<file path="src/m4mul_pkg.sv">
// Shared types and constants for the 4x4 fixed-point matrix multiply unit.
package m4mul_pkg;

   // Sequencer states of the top level.
   typedef enum logic [1:0] {
      ST_LOAD,
      ST_MAC,
      ST_DRAIN,
      ST_OUT
   } seq_state_type;

   // Control from the sequencer to the shared multiply-accumulate unit.
   typedef struct packed {
      logic clear;   // start a new sum
      logic valid;   // operand pair present this cycle
   } mac_ctl_type;

   // Last value of the drain counter, waiting for the read, multiply and accumulate registers.
   localparam logic [1:0] DRAIN_LAST = 2'd2;

   // Field widths of the streaming ports.
   localparam int ELEM_BITS     = 32;
   localparam int INDEX_BITS    = 2;
   localparam int RSP_DATA_BITS = 40;

endpackage

</file>
<file path="src/matrix4_multiply_unit.sv">
// Top level of the fixed-point matrix multiply unit: operand stores and sequencer.
// Loading takes one element per cycle while req_tvalid is high, 2*DIM*DIM transactions, ready throughout.
// Each product element is then formed on the one shared multiply-accumulate
// unit, through read, multiply, accumulate and saturate, and is held until
// taken; no input is taken while a full product is formed.
// Synchronous active-high reset returns the sequencer to loading with no result pending.
module matrix4_multiply_unit #(
   parameter int DIM       = 4,
   parameter int FRAC_BITS = 16,
   parameter int WORD_BITS = 32
) (
   input  logic                                  clock,
   input  logic                                  reset,
   // req_tdata: element [31:0]
   input  logic                                  req_tvalid,
   output logic                                  req_tready,
   input  logic [m4mul_pkg::ELEM_BITS-1:0]       req_tdata,
   // rsp_tdata: product [31:0], row_index [33:32], col_index [35:34], zeros [39:36]
   output logic                                  rsp_tvalid,
   input  logic                                  rsp_tready,
   output logic [m4mul_pkg::RSP_DATA_BITS-1:0]   rsp_tdata,
   // rsp_tuser: overflow [0]
   output logic                                  rsp_tuser,
   output logic                                  rsp_tlast
);
   import m4mul_pkg::*;

   localparam int CELLS  = DIM * DIM;
   localparam int CELL_W = $clog2(CELLS);
   localparam int LOAD_W = $clog2(2 * CELLS);
   localparam int DIM_W  = $clog2(DIM);

   localparam logic [LOAD_W-1:0] CELLS_C     = LOAD_W'(CELLS);
   localparam logic [LOAD_W-1:0] LOAD_LAST   = LOAD_W'(2 * CELLS - 1);
   localparam logic [DIM_W-1:0]  DIM_LAST    = DIM_W'(DIM - 1);
   localparam logic [CELL_W-1:0] DIM_C       = CELL_W'(DIM);
   localparam logic [ELEM_BITS-1:0] SAT_MAX32 =
      ELEM_BITS'((64'd1 << (WORD_BITS - 1)) - 64'd1);
   localparam logic [ELEM_BITS-1:0] SAT_MIN32 = ~SAT_MAX32;

   seq_state_type state_ff, state_in;
   logic [LOAD_W-1:0] load_cnt_ff, load_cnt_in;
   logic [DIM_W-1:0]  row_ff, row_in;
   logic [DIM_W-1:0]  col_ff, col_in;
   logic [DIM_W-1:0]  k_ff, k_in;
   logic [1:0]        drain_ff, drain_in;
   logic              rd_vld_ff;
   logic              wr_left;
   logic              wr_right;
   logic              issue;
   logic              out_load;
   mac_ctl_type       mac_ctl;

   logic [WORD_BITS-1:0] left_mem  [CELLS];
   logic [WORD_BITS-1:0] right_mem [CELLS];
   logic [WORD_BITS-1:0] elem;
   logic [CELL_W-1:0]    left_waddr;
   logic [CELL_W-1:0]    right_waddr;
   logic [CELL_W-1:0]    a_addr;
   logic [CELL_W-1:0]    b_addr;
   logic signed [WORD_BITS-1:0] a_q_ff;
   logic signed [WORD_BITS-1:0] b_q_ff;

   logic signed [WORD_BITS-1:0] sat_value;
   logic                        sat_overflow;
   logic signed [WORD_BITS-1:0] rsp_value_ff;
   logic                        rsp_ovf_ff;
   logic [DIM_W-1:0]            rsp_row_ff;
   logic [DIM_W-1:0]            rsp_col_ff;
   logic                        rsp_last_ff;

   // Only the low word bits of an element take part.
   assign elem        = req_tdata[WORD_BITS-1:0];
   assign left_waddr  = load_cnt_ff[CELL_W-1:0];
   assign right_waddr = CELL_W'(load_cnt_ff - CELLS_C);
   assign a_addr      = CELL_W'(row_ff) * DIM_C + CELL_W'(k_ff);
   assign b_addr      = CELL_W'(k_ff) * DIM_C + CELL_W'(col_ff);

   // Operand stores: one write port for loading, one registered read port each.
   always_ff @(posedge clock) begin
      if (wr_left) begin
         left_mem[left_waddr] <= elem;
      end
      if (wr_right) begin
         right_mem[right_waddr] <= elem;
      end
      a_q_ff <= left_mem[a_addr];
      b_q_ff <= right_mem[b_addr];
   end

   // Sequencer registers.
   always_ff @(posedge clock) begin
      if (reset) begin
         state_ff    <= ST_LOAD;
         load_cnt_ff <= '0;
         row_ff      <= '0;
         col_ff      <= '0;
         k_ff        <= '0;
         drain_ff    <= '0;
         rd_vld_ff   <= 1'b0;
      end else begin
         state_ff    <= state_in;
         load_cnt_ff <= load_cnt_in;
         row_ff      <= row_in;
         col_ff      <= col_in;
         k_ff        <= k_in;
         drain_ff    <= drain_in;
         rd_vld_ff   <= issue;
      end
   end

   // Next state and control of the sequencer.
   always_comb begin
      state_in    = state_ff;
      load_cnt_in = load_cnt_ff;
      row_in      = row_ff;
      col_in      = col_ff;
      k_in        = k_ff;
      drain_in    = drain_ff;
      wr_left     = 1'b0;
      wr_right    = 1'b0;
      issue       = 1'b0;
      out_load    = 1'b0;
      mac_ctl     = '0;
      case (state_ff)
         ST_LOAD: begin
            if (req_tvalid) begin
               wr_left  = (load_cnt_ff < CELLS_C);
               wr_right = ~(load_cnt_ff < CELLS_C);
               if (load_cnt_ff == LOAD_LAST) begin
                  load_cnt_in = '0;
                  row_in      = '0;
                  col_in      = '0;
                  k_in        = '0;
                  state_in    = ST_MAC;
               end else begin
                  load_cnt_in = load_cnt_ff + 1'b1;
               end
            end
         end
         ST_MAC: begin
            issue         = 1'b1;
            mac_ctl.clear = (k_ff == '0);
            if (k_ff == DIM_LAST) begin
               k_in     = '0;
               drain_in = '0;
               state_in = ST_DRAIN;
            end else begin
               k_in = k_ff + 1'b1;
            end
         end
         ST_DRAIN: begin
            if (drain_ff == DRAIN_LAST) begin
               out_load = 1'b1;
               state_in = ST_OUT;
            end else begin
               drain_in = drain_ff + 1'b1;
            end
         end
         ST_OUT: begin
            if (rsp_tready) begin
               state_in = ST_MAC;
               if (col_ff == DIM_LAST) begin
                  col_in = '0;
                  if (row_ff == DIM_LAST) begin
                     row_in   = '0;
                     state_in = ST_LOAD;
                  end else begin
                     row_in = row_ff + 1'b1;
                  end
               end else begin
                  col_in = col_ff + 1'b1;
               end
            end
         end
         default: begin
            state_in = ST_LOAD;
         end
      endcase
      mac_ctl.valid = rd_vld_ff;
   end

   assign req_tready = (state_ff == ST_LOAD);

   m4mul_mac #(
      .DIM       (DIM),
      .FRAC_BITS (FRAC_BITS),
      .WORD_BITS (WORD_BITS)
   ) u_mac (
      .clock        (clock),
      .reset        (reset),
      .ctl          (mac_ctl),
      .a_op         (a_q_ff),
      .b_op         (b_q_ff),
      .sat_value    (sat_value),
      .sat_overflow (sat_overflow)
   );

   // Result register, loaded once the sum is complete.
   always_ff @(posedge clock) begin
      if (out_load) begin
         rsp_value_ff <= sat_value;
         rsp_ovf_ff   <= sat_overflow;
         rsp_row_ff   <= row_ff;
         rsp_col_ff   <= col_ff;
         rsp_last_ff  <= (row_ff == DIM_LAST) && (col_ff == DIM_LAST);
      end
   end

   assign rsp_tvalid = (state_ff == ST_OUT);
   assign rsp_tdata  = {4'b0000, INDEX_BITS'(rsp_col_ff), INDEX_BITS'(rsp_row_ff),
                        ELEM_BITS'(rsp_value_ff)};
   assign rsp_tuser  = rsp_ovf_ff;
   assign rsp_tlast  = rsp_last_ff;

`ifndef SYNTH
   // Input and output are never open at the same time.
   a_one_side: assert property (@(posedge clock) disable iff (reset)
      !(req_tready && rsp_tvalid))
      else $error("input ready while a result is offered");

   // After the final transaction of a product the block loads a fresh left matrix.
   a_restart: assert property (@(posedge clock) disable iff (reset)
      rsp_tvalid && rsp_tready && rsp_tlast |=> req_tready && (load_cnt_ff == '0))
      else $error("no restart after the last product element");

   // A saturated element carries one of the two limits.
   a_sat_limit: assert property (@(posedge clock) disable iff (reset)
      rsp_tvalid && rsp_tuser |->
         (rsp_tdata[ELEM_BITS-1:0] == SAT_MAX32) || (rsp_tdata[ELEM_BITS-1:0] == SAT_MIN32))
      else $error("overflow flagged on an unsaturated value");

   // Operands reach the multiplier only in the cycle after a read issued by the sequencer.
   a_read_issue: assert property (@(posedge clock) disable iff (reset)
      rd_vld_ff |-> $past(state_ff == ST_MAC))
      else $error("operand read outside the accumulate phase");
`endif

endmodule

</file>
<file path="src/m4mul_mac.sv">
// Shared multiply-accumulate unit with truncating shift and saturation.
module m4mul_mac #(
   parameter int DIM       = 4,
   parameter int FRAC_BITS = 16,
   parameter int WORD_BITS = 32
) (
   input  logic                        clock,
   input  logic                        reset,
   input  m4mul_pkg::mac_ctl_type      ctl,
   input  logic signed [WORD_BITS-1:0] a_op,
   input  logic signed [WORD_BITS-1:0] b_op,
   output logic signed [WORD_BITS-1:0] sat_value,
   output logic                        sat_overflow
);
   import m4mul_pkg::*;

   localparam int PROD_W = 2 * WORD_BITS;
   localparam int ACC_W  = PROD_W + $clog2(DIM);
   localparam int HI_W   = ACC_W - WORD_BITS + 1;

   logic signed [PROD_W-1:0] prod_ff;
   logic signed [PROD_W-1:0] prod_in;
   logic                     prod_vld_ff;
   logic signed [ACC_W-1:0]  acc_ff;
   logic signed [ACC_W-1:0]  acc_in;
   logic signed [ACC_W-1:0]  shifted;
   logic [HI_W-1:0]          hi_bits;
   logic                     fits;
   logic                     neg;

   // Multiplier stage, registered before the adder.
   assign prod_in = a_op * b_op;

   always_ff @(posedge clock) begin
      if (reset) begin
         prod_vld_ff <= 1'b0;
      end else begin
         prod_vld_ff <= ctl.valid;
      end
      prod_ff <= prod_in;
   end

   // Accumulator: cleared at the start of each sum, adds one product a cycle while products are valid.
   always_comb begin
      acc_in = acc_ff;
      if (ctl.clear) begin
         acc_in = '0;
      end else if (prod_vld_ff) begin
         acc_in = acc_ff + ACC_W'(prod_ff);
      end
   end

   always_ff @(posedge clock) begin
      acc_ff <= acc_in;
   end

   // Drop the fraction bits and clamp the sum to the word range.
   assign shifted = acc_ff >>> FRAC_BITS;
   assign hi_bits = shifted[ACC_W-1:WORD_BITS-1];
   assign fits    = (&hi_bits) | ~(|hi_bits);
   assign neg     = acc_ff[ACC_W-1];

   always_comb begin
      if (fits) begin
         sat_value = shifted[WORD_BITS-1:0];
      end else if (neg) begin
         sat_value = {1'b1, {(WORD_BITS-1){1'b0}}};
      end else begin
         sat_value = {1'b0, {(WORD_BITS-1){1'b1}}};
      end
      sat_overflow = ~fits;
   end

endmodule

</file>
<file path="config.mk">
export PLATFORM = sky130hd
export DESIGN_NAME = matrix4_multiply_unit
export DESIGN_NICKNAME = d
export VERILOG_FILES = /design/src/m4mul_pkg.sv /design/src/matrix4_multiply_unit.sv /design/src/m4mul_mac.sv
export SDC_FILE = /design/constraint.sdc
export NUM_CORES = 2
export LEC_CHECK = 0
export BUFFER_PORTS_ARGS = -buffer_cell sky130_fd_sc_hd__buf_2
export CAP_MARGIN = 30
export CORE_UTILIZATION = 45
export CTS_BUF_LIST = sky130_fd_sc_hd__clkbuf_8
export DETAILED_ROUTE_END_ITERATION = 6
export PLACE_DENSITY = 0.58
export SKIP_LAST_GASP = 1
export SLEW_MARGIN = 0
export SYNTH_ARGS = -nofsm -noshare
export SYNTH_HDL_FRONTEND = slang
export SYNTH_SLANG_ARGS = --single-unit
export TNS_END_PERCENT = 50
</file>
<file path="constraint.sdc">
create_clock -name clock -period 15.7 [get_ports clock]
set_input_delay 1.57 -clock clock [delete_from_list [all_inputs] [get_ports clock]]
set_output_delay 1.57 -clock clock [all_outputs]
set_load 0.005 [all_outputs]
</file>
==> run metrics <==
result of the run completed; drt first-iter violations 3,846; most common cell in the synthesized netlist fa_1; reg2reg setup slack between 7 and 8 ns; CTS resizes 0; Post-DP HPWL roughly 140,000 um; Routed WL about 210,000 um; share of cells above drive strength 1 12.6%; die area about 190,000 um2; Fillers approximately 16,000; final setup vio count 0; area leader, netlist edfxtp_1; RSZ-0062 raised after global routing no; Post-DP Area 88,900 um2; area of the mapped netlist ~86,000 um2; Hold Path Stages 2; GRT overflow 0; Fin. Hold Viols 0; period utilization 53.8%; largest cells by area after synthesis edfxtp_1, fa_1, mux4_2, dfxtp_1, inv_1; FP Rows around 160; Final nets just under 8,000; CTS tree built; later-pin clock latency in the skew report ~0.94 ns; Post-CTS Setup Repair Bufs 0; crit path DAT a little over 9 ns; # clock sinks 1,273; first-pass GRT wire length around 330,000 um; Synth Warn # 0; Tmin final roughly 8.4 ns; initial antenna violation count 17; Reg clk slew, reported paths 0.06 ns; worst-case clock skew 0.111 ns; CTS Hold Bufs 0; First-pass DRT Iterations 5; Setup TNS Final 0 ns; drt via density between 5 and 6; fmax around 120 MHz; routed len/inst 23.3 um; Worst slew margin between 30 and 40%; Residual DRC 0; HP Class flip-flop to flip-flop; Slew @ Worst Pin ~1 ns; chip width approximately 440 um; Main synth FF type edfxtp_1; Mapped Cells 6,446; total CTS buffers 206; Clock Path Buffers 3; R2R depth 21; Final Max Tran Viols 0; H-tree levels 4; root buf cell clkbuf_8; core area about 190,000 um2; die height between 400 and 500 um; total track usage between 20 and 25%; Area Overhead vs Synth 8.71%; gpl congestion a little under 0.9; post-synth top area share between 30 and 40%; Via Count around 50,000; Critical Path RT 16.46 ns; remaining antenna violation count 0; EDFF count, synth around 1,100; io pins 80; max_cap viols 0; CP Class flip-flop to flip-flop; Seq/Total Area, Yosys a little over two fifths; Mean Syn Cell Area 13.3 um2; synth unique cells 82; maximum fanout along the worst path 32; startpoint types flip-flop; Worst Setup End Kind flip-flop; async set or reset register ratio after synthesis 0%; register bit total from synthesis between 1,000 and 1,500; number of global-route vias before repair around 54,000; largest net degree at the start of global routing 69; commonest cells in the netlist fa_1, edfxtp_1, inv_1; port bufs between 70 and 80; Final Cell Area between 90,000 and 100,000 um2; Initial Util 45.4%
[logic make-up (layout without fill, tap and decap cells)]
logic type / after synthesis / count (layout) / share of synthesized area [%]
compound gates: 500 / 500 / 3.78
simple gates: 1508 / 1508 / 8.78
fa+ha+maj: 1346 / 1346 / 29.2
xor+xnor: 125 / 125 / 1.28
buf+inv: 1332 / 1579 / 5.86
flops: 1273 / 1273 / 42.2
mux: 361 / 361 / 8.90
other cells: 1 / 8 / 0.00438
[cell usage in the layout (no fill, tap or decap), drive strengths merged, types with 6 or more instances in the layout]
cell type     n
nand2b       27
o21ai        95
mux4        320
nand4        33
nor2        172
o22ai         6
nand3        36
inv        1102
o21bai       27
mux2i        41
fa         1083
a31oi        20
nor3         32
nor3b         7
buf         189
or3          10
a221oi       10
nor2b        15
xnor2        82
clkinv       52
a21boi        8
and2        549
ha          263
clkbuf      228
a21oi       171
nor4         10
edfxtp     1062
o21a         10
and3         22
a211oi       22
dfxtp       211
clkinvlp      6
xor2         43
o211ai       15
nand2       579
a21o         70
[path summary, 6_finish.rpt]
check / end / startpoint
max reg2reg: u_mac.prod_ff[63] / b_q_ff[8]
min: u_mac.acc_ff[13] / u_mac.acc_ff[13]
min reg2reg: u_mac.acc_ff[13] / u_mac.acc_ff[13]
max: u_mac.prod_ff[63] / b_q_ff[8]
[through the flow]
stage	cells	hold WS [ns]	utilization, %	setup WS (ns)
final	9195	0.493	49.4	7.26
after global routing	9193	0.526	49.4	6.72
after CTS	9189	0.499	49.3	7.18
after detailed placement	8808	0.487	47.2	7.26
after global placement	8804	0.477	47.1	7.34
after floorplan	6449	0.414	-	7.97
[per-layer routing]
layer  GRT usage (%)  wire (um)
met3            3.97      14300
met1            32.5      94500
met5               0         52
met2            36.4     101000
met4            5.31       4160
[critical path: stages (launching register included)]
cell	delay, ns
dfxtp_1	0.30
buf_4	0.41
nand2_1	0.23
fa_1	0.67
fa_1	0.88
fa_1	0.52
fa_1	0.52
inv_1	0.06
fa_1	0.57
fa_1	0.43
fa_1	0.52
fa_1	0.42
ha_1	0.35
and3_1	0.25
nand3_1	0.18
nor4_1	0.43
o211ai_1	0.37
a31oi_1	0.45
a41oi_1	0.24
o21ai_0	0.22
a21oi_1	0.10
xnor2_1	0.13
[sequential cells by signal (all words and copies together), names as in the netlist, 5 cells and up]
signal	count
left_mem	512
right_mem	512
u_mac.acc_ff	66
u_mac.prod_ff	64
a_q_ff	32
b_q_ff	32
rsp_value_ff	32
load_cnt_ff	5
[final cells by class]
class                      count  area, um2  area share [%]
antenna                        4       10.0          0.0108
clock buffer                 228       3140            3.37
clock inverter               153        883           0.950
inverter                    1009       3790            4.07
multi-input combinational   3844      44600            47.9
sequential                  1273      36100            38.9
tap                         2495       3120            3.36
timing repair buffer         189       1350            1.45
Power is left out: the tool's default activity adds up to more than one toggle a clock period on the data nets, which glitch-free logic cannot reach.
